File: config.mk
export PLATFORM = sky130hd
export DESIGN_NAME = texture_subimage_unpack_writer_flat
export DESIGN_NICKNAME = d
export VERILOG_FILES = /design/src/rtl/tsuw_pkg.sv /design/src/rtl/tsuw_ifs.sv /design/src/rtl/texture_subimage_unpack_writer.sv /design/src/flat_wrapper.sv
export SDC_FILE = /design/constraint.sdc
export NUM_CORES = 1
export LEC_CHECK = 0
export ABC_AREA = 0
export BUFFER_PORTS_ARGS = -buffer_cell sky130_fd_sc_hd__buf_2
export CORE_MARGIN = 2
export CORE_UTILIZATION = 45
export DETAILED_ROUTE_END_ITERATION = 7
export PLACE_DENSITY_LB_ADDON = 0.3
export SLEW_MARGIN = 10
export SYNTH_ARGS = -nofsm -noshare
export SYNTH_HDL_FRONTEND = slang
export SYNTH_SLANG_ARGS = --single-unit
File: constraint.sdc
create_clock -name clk -period 10.88 [get_ports clk]
set_clock_uncertainty 0.15 [all_clocks]
set_input_delay 2.72 -clock clk [delete_from_list [all_inputs] [get_ports clk]]
set_output_delay 2.72 -clock clk [all_outputs]
set_load 0.02 [all_outputs]
File: src/rtl/tsuw_pkg.sv
`timescale 1ns / 1ps
package tsuw_pkg;

  localparam int MAX_DIMENSION = 1024;

  localparam int DIM_W   = 11;
  localparam int OFS_W   = 12;
  localparam int FMT_W   = 4;
  localparam int PIX_W   = 32;
  localparam int IDX_W   = 20;
  localparam int COL_W   = 10;
  localparam int ROW_W   = 11;
  localparam int CFG_IDX_W  = 3;
  localparam int CFG_DATA_W = 12;

  localparam logic [CFG_IDX_W-1:0] CFG_DEST_WIDTH    = 3'd0;
  localparam logic [CFG_IDX_W-1:0] CFG_DEST_HEIGHT   = 3'd1;
  localparam logic [CFG_IDX_W-1:0] CFG_OFFSET_X      = 3'd2;
  localparam logic [CFG_IDX_W-1:0] CFG_OFFSET_Y      = 3'd3;
  localparam logic [CFG_IDX_W-1:0] CFG_SOURCE_WIDTH  = 3'd4;
  localparam logic [CFG_IDX_W-1:0] CFG_SOURCE_HEIGHT = 3'd5;
  localparam logic [CFG_IDX_W-1:0] CFG_PIXEL_FORMAT  = 3'd6;

  localparam logic [FMT_W-1:0] FMT_RGBA8  = 4'd0;
  localparam logic [FMT_W-1:0] FMT_BGRA8  = 4'd1;
  localparam logic [FMT_W-1:0] FMT_RGB8   = 4'd2;
  localparam logic [FMT_W-1:0] FMT_BGR8   = 4'd3;
  localparam logic [FMT_W-1:0] FMT_L8     = 4'd4;
  localparam logic [FMT_W-1:0] FMT_LA8    = 4'd5;
  localparam logic [FMT_W-1:0] FMT_A8     = 4'd6;
  localparam logic [FMT_W-1:0] FMT_RGB565 = 4'd7;
  localparam logic [FMT_W-1:0] FMT_RAW32  = 4'd8;

  typedef logic [DIM_W-1:0] dim_t;
  typedef logic [OFS_W-1:0] ofs_t;

endpackage

File: src/rtl/tsuw_ifs.sv
`timescale 1ns / 1ps
interface tsuw_in_if import tsuw_pkg::*; ();
  logic             valid;
  logic             ready;
  logic [PIX_W-1:0] raw_pixel;
  logic             start_of_image;

  modport source (output valid, output raw_pixel, output start_of_image, input ready);
  modport sink   (input valid, input raw_pixel, input start_of_image, output ready);
endinterface

interface tsuw_out_if import tsuw_pkg::*; ();
  logic             valid;
  logic             ready;
  logic [PIX_W-1:0] argb_pixel;
  logic [IDX_W-1:0] dest_index;
  logic             write_enable;

  modport source (output valid, output argb_pixel, output dest_index, output write_enable,
                  input ready);
  modport sink   (input valid, input argb_pixel, input dest_index, input write_enable,
                  output ready);
endinterface

File: src/rtl/texture_subimage_unpack_writer.sv
`timescale 1ns / 1ps
// Sub-image pixel writer: takes one source pixel per item in raster order, unpacks it from
// the configured format to ARGB8888 and returns one result per item with the linear
// destination index (row times dest_width plus column, after the signed offsets) and a write
// enable that is low for pixels clipped by the texture bounds or past the last source row.
// The unpack, the clip compares and the index multiply-add are combinational and sit
// between the input handshake and a single output register, and a new item is taken every
// cycle while the output register is empty or being drained. Column and row counters restart
// on start_of_image; dimensions above MAX_DIMENSION are saturated. Configuration writes take
// effect from the next item.
module texture_subimage_unpack_writer import tsuw_pkg::*; (
  input  logic                  clk,
  input  logic                  rst_n,
  tsuw_in_if.sink               in_ch,
  tsuw_out_if.source            out_ch,
  input  logic                  cfg_we,
  input  logic [CFG_IDX_W-1:0]  cfg_index,
  input  logic [CFG_DATA_W-1:0] cfg_wdata
);

  localparam dim_t MAX_DIM = DIM_W'(MAX_DIMENSION);

  dim_t             dest_width_r, dest_height_r, source_width_r, source_height_r;
  ofs_t             offset_x_r, offset_y_r;
  logic [FMT_W-1:0] pixel_format_r;

  logic [COL_W-1:0] col_r, col_nxt;
  logic [ROW_W-1:0] row_r, row_nxt;

  logic             out_valid_r;
  logic [PIX_W-1:0] argb_r, argb_nxt;
  logic [IDX_W-1:0] index_r, index_nxt;
  logic             we_r, we_nxt;

  logic             in_fire;
  dim_t             dw, dh, sw, sh;
  logic [COL_W-1:0] col_cur;
  logic [ROW_W-1:0] row_cur;
  logic signed [OFS_W:0] dx, dy;
  logic [DIM_W:0]   col_inc;
  logic [7:0]       b0, b1, b2, b3, r565, g565, b565;
  logic [IDX_W-1:0] prod;

  function automatic dim_t sat_dim(input dim_t v);
    return (v > MAX_DIM) ? MAX_DIM : v;
  endfunction

  // floor(v * 255 / 31) = 8v + floor(7v / 31)
  function automatic logic [7:0] scale5(input logic [4:0] v);
    logic [2:0] c;
    c = 3'(v >= 5'd5) + 3'(v >= 5'd9) + 3'(v >= 5'd14) + 3'(v >= 5'd18)
      + 3'(v >= 5'd23) + 3'(v >= 5'd27) + 3'(v >= 5'd31);
    return {v, 3'b000} + {5'd0, c};
  endfunction

  // floor(v * 255 / 63) = 4v + floor(v / 21)
  function automatic logic [7:0] scale6(input logic [5:0] v);
    logic [1:0] c;
    c = 2'(v >= 6'd21) + 2'(v >= 6'd42) + 2'(v >= 6'd63);
    return {v, 2'b00} + {6'd0, c};
  endfunction

  assign in_fire     = in_ch.valid && in_ch.ready;
  assign in_ch.ready = !out_valid_r || out_ch.ready;

  assign dw = sat_dim(dest_width_r);
  assign dh = sat_dim(dest_height_r);
  assign sh = sat_dim(source_height_r);
  assign sw = (source_width_r == '0) ? DIM_W'(1) : sat_dim(source_width_r);

  assign col_cur = in_ch.start_of_image ? '0 : col_r;
  assign row_cur = in_ch.start_of_image ? '0 : row_r;

  assign dx = $signed({offset_x_r[OFS_W-1], offset_x_r})
            + $signed({{(OFS_W+1-COL_W){1'b0}}, col_cur});
  assign dy = $signed({offset_y_r[OFS_W-1], offset_y_r})
            + $signed({{(OFS_W+1-ROW_W){1'b0}}, row_cur});

  assign b0 = in_ch.raw_pixel[7:0];
  assign b1 = in_ch.raw_pixel[15:8];
  assign b2 = in_ch.raw_pixel[23:16];
  assign b3 = in_ch.raw_pixel[31:24];
  assign r565 = scale5(in_ch.raw_pixel[15:11]);
  assign g565 = scale6(in_ch.raw_pixel[10:5]);
  assign b565 = scale5(in_ch.raw_pixel[4:0]);

  always_comb begin
    case (pixel_format_r)
      FMT_RGBA8:  argb_nxt = {b3, b0, b1, b2};
      FMT_BGRA8:  argb_nxt = {b3, b2, b1, b0};
      FMT_RGB8:   argb_nxt = {8'hFF, b0, b1, b2};
      FMT_BGR8:   argb_nxt = {8'hFF, b2, b1, b0};
      FMT_L8:     argb_nxt = {8'hFF, b0, b0, b0};
      FMT_LA8:    argb_nxt = {b1, b0, b0, b0};
      FMT_A8:     argb_nxt = {b0, 24'hFFFFFF};
      FMT_RGB565: argb_nxt = {8'hFF, r565, g565, b565};
      FMT_RAW32:  argb_nxt = in_ch.raw_pixel;
      default:    argb_nxt = 32'hFFFFFFFF;
    endcase
  end

  always_comb begin
    we_nxt = (row_cur < sh) && !dx[OFS_W] && (dx[OFS_W-1:0] < {1'b0, dw})
          && !dy[OFS_W] && (dy[OFS_W-1:0] < {1'b0, dh});
    // inside the texture both coordinates stay below MAX_DIMENSION
    prod = IDX_W'(dy[COL_W-1:0]) * IDX_W'(dw) + IDX_W'(dx[COL_W-1:0]);
    index_nxt = we_nxt ? prod : '0;
  end

  always_comb begin
    col_inc = {{(DIM_W+1-COL_W){1'b0}}, col_cur} + (DIM_W+1)'(1);
    col_nxt = col_r;
    row_nxt = row_r;
    if (in_fire) begin
      if (col_inc >= {1'b0, sw}) begin
        col_nxt = '0;
        row_nxt = (row_cur < sh) ? row_cur + ROW_W'(1) : row_cur;
      end else begin
        col_nxt = col_inc[COL_W-1:0];
        row_nxt = row_cur;
      end
    end
  end

  always_ff @(posedge clk) begin
    if (!rst_n) begin
      dest_width_r    <= DIM_W'(1);
      dest_height_r   <= DIM_W'(1);
      offset_x_r      <= '0;
      offset_y_r      <= '0;
      source_width_r  <= DIM_W'(1);
      source_height_r <= DIM_W'(1);
      pixel_format_r  <= FMT_RGBA8;
    end else if (cfg_we) begin
      case (cfg_index)
        CFG_DEST_WIDTH:    dest_width_r    <= cfg_wdata[DIM_W-1:0];
        CFG_DEST_HEIGHT:   dest_height_r   <= cfg_wdata[DIM_W-1:0];
        CFG_OFFSET_X:      offset_x_r      <= cfg_wdata[OFS_W-1:0];
        CFG_OFFSET_Y:      offset_y_r      <= cfg_wdata[OFS_W-1:0];
        CFG_SOURCE_WIDTH:  source_width_r  <= cfg_wdata[DIM_W-1:0];
        CFG_SOURCE_HEIGHT: source_height_r <= cfg_wdata[DIM_W-1:0];
        CFG_PIXEL_FORMAT:  pixel_format_r  <= cfg_wdata[FMT_W-1:0];
        default: ;
      endcase
    end
  end

  always_ff @(posedge clk) begin
    if (!rst_n) begin
      col_r       <= '0;
      row_r       <= '0;
      out_valid_r <= 1'b0;
    end else begin
      col_r <= col_nxt;
      row_r <= row_nxt;
      if (in_fire) begin
        out_valid_r <= 1'b1;
      end else if (out_ch.ready) begin
        out_valid_r <= 1'b0;
      end
    end
  end

  always_ff @(posedge clk) begin
    if (in_fire) begin
      argb_r  <= argb_nxt;
      index_r <= index_nxt;
      we_r    <= we_nxt;
    end
  end

  assign out_ch.valid        = out_valid_r;
  assign out_ch.argb_pixel   = argb_r;
  assign out_ch.dest_index   = index_r;
  assign out_ch.write_enable = we_r;

`ifndef SYNTHESIS
  a_row_bounded: assert property (@(posedge clk) disable iff (!rst_n)
    row_r <= ROW_W'(MAX_DIMENSION))
    else $error("row counter beyond max dimension");

  a_clipped_index_zero: assert property (@(posedge clk) disable iff (!rst_n)
    out_valid_r && !we_r |-> index_r == '0)
    else $error("clipped item carries nonzero index");

  a_accept_fills_output: assert property (@(posedge clk) disable iff (!rst_n)
    in_fire |=> out_valid_r)
    else $error("accepted item did not reach output register");

  a_stall_holds_counters: assert property (@(posedge clk) disable iff (!rst_n)
    !in_fire |=> $stable(col_r) && $stable(row_r))
    else $error("counters moved without an accepted item");
`endif

endmodule

File: src/flat_wrapper.sv
// flat-port wrapper written by rule: the top's interface ports become plain ports
module texture_subimage_unpack_writer_flat import tsuw_pkg::*;
  (clk, rst_n, cfg_we, cfg_index, cfg_wdata, in_ch_valid, in_ch_raw_pixel, in_ch_start_of_image, in_ch_ready, out_ch_valid, out_ch_argb_pixel, out_ch_dest_index, out_ch_write_enable, out_ch_ready);
  tsuw_in_if in_ch_i ();
  tsuw_out_if out_ch_i ();
  input  logic clk;
  input  logic rst_n;
  input  logic cfg_we;
  input  logic [CFG_IDX_W-1:0] cfg_index;
  input  logic [CFG_DATA_W-1:0] cfg_wdata;
  input wire logic [$bits(in_ch_i.valid)-1:0] in_ch_valid;
  input wire logic [$bits(in_ch_i.raw_pixel)-1:0] in_ch_raw_pixel;
  input wire logic [$bits(in_ch_i.start_of_image)-1:0] in_ch_start_of_image;
  output wire logic [$bits(in_ch_i.ready)-1:0] in_ch_ready;
  output wire logic [$bits(out_ch_i.valid)-1:0] out_ch_valid;
  output wire logic [$bits(out_ch_i.argb_pixel)-1:0] out_ch_argb_pixel;
  output wire logic [$bits(out_ch_i.dest_index)-1:0] out_ch_dest_index;
  output wire logic [$bits(out_ch_i.write_enable)-1:0] out_ch_write_enable;
  input wire logic [$bits(out_ch_i.ready)-1:0] out_ch_ready;
  assign in_ch_i.valid = in_ch_valid;
  assign in_ch_i.raw_pixel = in_ch_raw_pixel;
  assign in_ch_i.start_of_image = in_ch_start_of_image;
  assign in_ch_ready = in_ch_i.ready;
  assign out_ch_valid = out_ch_i.valid;
  assign out_ch_argb_pixel = out_ch_i.argb_pixel;
  assign out_ch_dest_index = out_ch_i.dest_index;
  assign out_ch_write_enable = out_ch_i.write_enable;
  assign out_ch_i.ready = out_ch_ready;
  texture_subimage_unpack_writer u_core (.clk(clk), .rst_n(rst_n), .in_ch(in_ch_i), .out_ch(out_ch_i), .cfg_we(cfg_we), .cfg_index(cfg_index), .cfg_wdata(cfg_wdata));
endmodule
# Word-level counts from Yosys, hierarchy flattened
# Index checks and enable logic that the tools add are counted.
totals:
  regBits: 147
  in_bits: 53
  out_inout_bits: 55
op_classes:
  add_sub_neg: 22
  mul: 1
  order_cmp: 25
  n_eq_ne: 14
  mux: 13
  reduce_logical: 21
ops:
  columns: ["operator", "n"]
  rows:
  - ["$pmux 32 s8", 1]
  - ["$mux 11", 8]
  - ["$gt 11x11->1 const B", 4]
  - ["$ge 5x5->1 const B", 8]
  - ["$add 3x1->3", 10]
  - ["$lt 12x11->1", 2]
  - ["$add 20x10->20", 1]
  - ["$ge 5x4->1 const B", 4]
  - ["$mul 10x11->20", 1]
  - ["$mux 10", 2]
  - ["$add 8x3->8", 2]
  - ["$eq 4x3->1 const B", 4]
  - ["$reduce_and 2->1", 7]
  - ["$add 12x11->13", 1]
  - ["$add 12x12->13", 1]
  - ["$ge 12x11->1", 1]
  - ["$ge 6x6->1 const B", 2]
  - ["$add 10x1->11 const B", 1]
  - ["$add 11x1->11 const B", 1]
  - ["$logic_not 11->1", 1]
  - ["$lt 11x11->1", 1]
  - ["$ge 5x3->1 const B", 2]
  - ["$eq 3x3->1 const B", 3]
  - ["$add 8x2->8", 1]
  - ["other kinds (16)", 27]

# Logic depth before layout (Yosys ltp)
logic_depth:
  ltp_word: 9
  mapped_depth: 32
  mapped_depth_nobuf: 30

# Least setup slack after synthesis
# OpenSTA, ideal clock, no wires.
synth_timing:
  kind: "input port to flip-flop"
  from: "input in_ch_start_of_image"
  to: "register u_core.index_r[18], in the netlist u_core.out_ch.dest_index[18] (data pin)"
  arrival_ns: 9.490
  required_ns: 10.471
  path_slack_ns: 0.981
  path_stages: 28
  path_buffers: 3
  cell_sequence: "buf_2 buf_1 buf_1 nor2b_1 ha_1 or3_1 o221ai_1 o21bai_1 a21oi_1 xor2_1 inv_2 nand2_1 fa_1 fa_1 inv_1 fa_1 fa_1 inv_1 fa_1 inv_1 ha_1 o21a_1 nor2_1 or3_1 a31oi_1 a31oi_1 and3_1 o31a_1"
synth_between:
  elab_chain_cells: 7
  elab_cells_between_ends: 15
synth_lines:
  columns: ["item", "line", "rtl"]
  rows:
  - ["from (decl)", "flat_wrapper.sv:13", "input wire logic [$bits(in_ch_i.start_of_image)-1:0] in_ch_start_of_image;"]
  - ["branches (longest 7 deep; another with $mul 10x11->20)", null, null]
  - ["to (signal assigned)", "texture_subimage_unpack_writer.sv:167", "index_r <= index_nxt;"]
  - ["to (decl)", "texture_subimage_unpack_writer.sv:32", "logic [IDX_W-1:0] index_r, index_nxt;"]
# Parallel ways; which one is timed is not known.
# A chain may end at the register's enable or synchronous reset.

# Worst setup path in the final report
layout_timing:
  from: "input in_ch_start_of_image"
  to: "register u_core.index_r[19], in the netlist u_core.out_ch.dest_index[19] (data pin)"
# The elaborated chain is that of the path after synthesis.

==> impl_metrics.csv <==
group,metric,value,unit
run_status,outcome,"complete, no violations",
floorplan,core-area,0.0286,sq mm
grt,grt-ovfl-total,0,
clocking,postCtsResizedCells,0,
synthesis,synth_top_cell_by_area,"dfxtp_1",
setup_path,worstSetupEndpointType,"flip-flop",
synthesis,netlist_instances,1584,
timing,setup_viol,0,
place,dpl-instance-area,0.0139,sq mm
clocking,clock-sinks,147,
place,post-place-cells,2011,
synthesis,avgSynthCellArea,8.26,sq um
timing,relSlewSlack,35.8,%
floorplan,die_area,0.0304,sq mm
layout,stdcell_count,2043,
setup_path,crit_arrival,10.07,ns
clocking,cts_setup_buffers,0,
setup_path,path_delay_family,"adder cells",
layout,drive_above_1_share,10.1,%
place,numPortBuffers,107,
grt,grt_usage,22.8,%
route,drt_iter0_markers,819,
clocking,tritoncts,"done",
timing,period_needed,9.92,ns
place,dpl.hpwl,26100,microns
grt,grt_pass1_wl,55300,microns
route,routedWlPerCell,16.7,microns
synthesis,yosys.cell_types.count,70,
synthesis,synth.most_common_cell,"nand2_1",
synthesis,synth_fp_nets,1848,
route,final_antenna_net_count,0,
synthesis,ys_ff_latch,147,
clocking,clock-root-buffer,"clkbuf_16",
layout,seqCellArea,0.00347,sq mm
setup_path,critPathMaxStageDelay,0.68,ns
synthesis,yosysSeqAreaShare,26.6,%
route,viasPerCell,5.42,
clocking,max-clock-path-buffers,2,
timing,min_period_over_period,91.2,%
clocking,ctsHoldBuffers,0,
layout,area_growth,10.7,%
synthesis,yosys_warnings,0,
synthesis,syn_area,0.0131,sq mm
clocking,cts.htree.levels,4,
synthesis,synth-edff-count,53,
timing,finalMaxSlewViolations,0,
layout,fillers,2793,
synthesis,yosys_most_used_dff,"dfxtp_1",
layout,antennaDiodeCount,0,
layout,fin_nets,1910,
route,vias,11100,
floorplan,rows,62,
timing,tightest_slew,0.956,ns
power,vdd_drop_max,75.4,uV
power,leakagePower,6.33,nW
floorplan,initial_core_util,45.7,%
setup_path,critPathLaunchType,"input port",
grt,grt_max_degree,103,
setup_path,critPathMaxFanout,8,
setup_path,crit_path_top_delay_cell,"xnor2_1",
synthesis,synth_common_cells,"nand2_1, inv_1, ha_1",
worst_hold_path,hold_class,"flip-flop to flip-flop",
place,place.gp.congestion,0.917,
grt,grt_pass1_vias,10600,
timing,setup_tns,0,ns
setup_path,cp_data_required_time,11.02,ns
timing,holdWs,0.315,ns
timing,grt_setup_unrepaired,"false",
grt,antenna_found_initial,0,
setup_path,critPathKind,"input port to flip-flop",
timing,max_freq,0.101,GHz
floorplan,die_h,174,microns
power,power.density,98.1,mW/mm^2
setup_path,path_buf_inv,5,
synthesis,async_flop_share,0,%
timing,finalHoldViolCount,0,
layout,final_cell_area,0.0145,sq mm
layout,multi_input_area,0.00868,sq mm
route,drc,0,
route,drtPass1Iterations,6,
setup_path,cp_common_cell,"fa_1",
floorplan,die_width,174,microns
synthesis,yosys-top-cells-area,"dfxtp_1, fa_1, edfxtp_1",
clocking,insertion_delay,0.44,ns
clocking,cts.clk_slew.worst_paths,0.07,ns
clocking,numCtsBuffers,17,
route,wl,34200,microns
flow_run,cap_violations,0,
floorplan,ios,108,
synthesis,synth.top_cell.area_share,14.4,%
-- final timing paths --
| kind | start | endpoint | slack (ns) | cells after the start |
|---|---|---|---|---|
| worst max-delay path | in_ch_start_of_image | u_core.out_ch.dest_index[19]$_SDFFCE_PN0P_ | 0.96 | 28 |
| worst min-delay path | u_core.dest_width_r[2]$_SDFFE_PN0P_ | u_core.dest_width_r[2]$_SDFFE_PN0P_ | 0.32 | 2 |
| worst max register to register | u_core.row_r[0]$_SDFFE_PN0P_ | u_core.out_ch.dest_index[19]$_SDFFCE_PN0P_ | 3.03 | 27 |
| worst min register to register | u_core.dest_width_r[2]$_SDFFE_PN0P_ | u_core.dest_width_r[2]$_SDFFE_PN0P_ | 0.32 | 2 |
-- worst register-to-register path, delay by kind of cell, from the launching register on --
family	cells	cell delay [ns]
adder cells (fa/ha/maj)	9	3.55
AO/OA/AOI/OAI	10	1.98
XOR/XNOR	1	0.68
AND/OR/NAND/NOR	3	0.61
buffers and inverters	4	0.41
flip-flops	1	0.35
-- layer usage --
layer  share of wire [%]  wire length [microns]  vias up  GRT usage [%]
met1                  46                  15800     5202           32.3
met2                  46                  15600      388           36.7
met5                   0                      0        -              0
li1                    -                      -     5436              -
met3                 6.3                   2150       49           3.08
met4                 1.7                    593        0           5.74
-- through the flow --
step / utilization [%] / setup WS, ns / power (mW)
6_report: 50.6 / 0.957 / 1.42
5_1_grt: 50.6 / 0.417 / 1.48
4_1_cts: 50.6 / 1.02 / 1.43
3_5_place_dp: 48.5 / 0.521 / 0.830
3_3_place_gp: 48.5 / 0.777 / 0.828
2_1_floorplan: - / 0.981 / 0.761
-- power breakdown --
| part | internal (mW) | switching [mW] | total, mW |
|---|---|---|---|
| clock network | 0.340 | 0.262 | 0.602 |
| registers | 0.593 | 0.00980 | 0.603 |
| logic | 0.0773 | 0.139 | 0.216 |
-- state kept, by name, indices dropped and copies added, names as in the netlist --
register,flops
u_core.col_r,10
u_core.dest_height_r,11
u_core.dest_width_r,11
u_core.offset_x_r,12
u_core.offset_y_r,12
u_core.out_ch.argb_pixel,32
u_core.out_ch.dest_index,20
u_core.out_ch.valid,1
u_core.out_ch.write_enable,1
u_core.pixel_format_r,4
u_core.row_r,11
u_core.source_height_r,11
u_core.source_width_r,11
-- area by class of cell --
| class | count | area share (%) |
|---|---|---|
| multi-input combinational | 1194 | 60.0 |
| sequential | 147 | 24.0 |
| timing repair buffer | 120 | 4.37 |
| inverter | 166 | 4.30 |
| tap | 384 | 3.32 |
| clock buffer | 21 | 3.26 |
| clock inverter | 11 | 0.778 |
-- cells in the final DEF, fill, tap and decap left out, types with 5 or more instances in the layout --
cell	Yosys	routed
a211o_1	8	8
a21boi_0	76	76
a21o_1	17	17
a21oi_1	62	62
a22oi_1	17	17
a31oi_1	9	9
and2_1	23	23
and3_1	8	8
buf_2	1	107
buf_4	2	13
clkbuf_16	0	18
dfxtp_1	94	94
edfxtp_1	53	53
fa_1	87	87
ha_1	124	124
inv_1	160	159
mux2i_1	10	10
nand2_1	308	308
nand2b_1	12	12
nand3_1	36	36
nand4_1	8	8
nor2_1	115	115
nor2b_1	43	43
nor3_1	18	18
o21a_1	12	12
o21ai_0	55	55
o21bai_1	5	5
o221ai_1	6	6
o22ai_1	18	18
or2_2	5	5
xnor2_1	25	25
xor2_1	20	20
-- logic make-up (layout without fill, tap and decap cells) --
kind of cell,Yosys count,after routing,synth area share (%)
xor gates and xnor gates,45,45,3.01
and+or+nand+nor,601,601,20.6
buffers and inverters,243,318,7.04
AOI/OAI and AO/OA,326,326,16.7
muxes,10,10,0.765
DFF,147,147,26.6
adders and majority gates,212,212,25.3
Power figures use the tool's default switching activity.
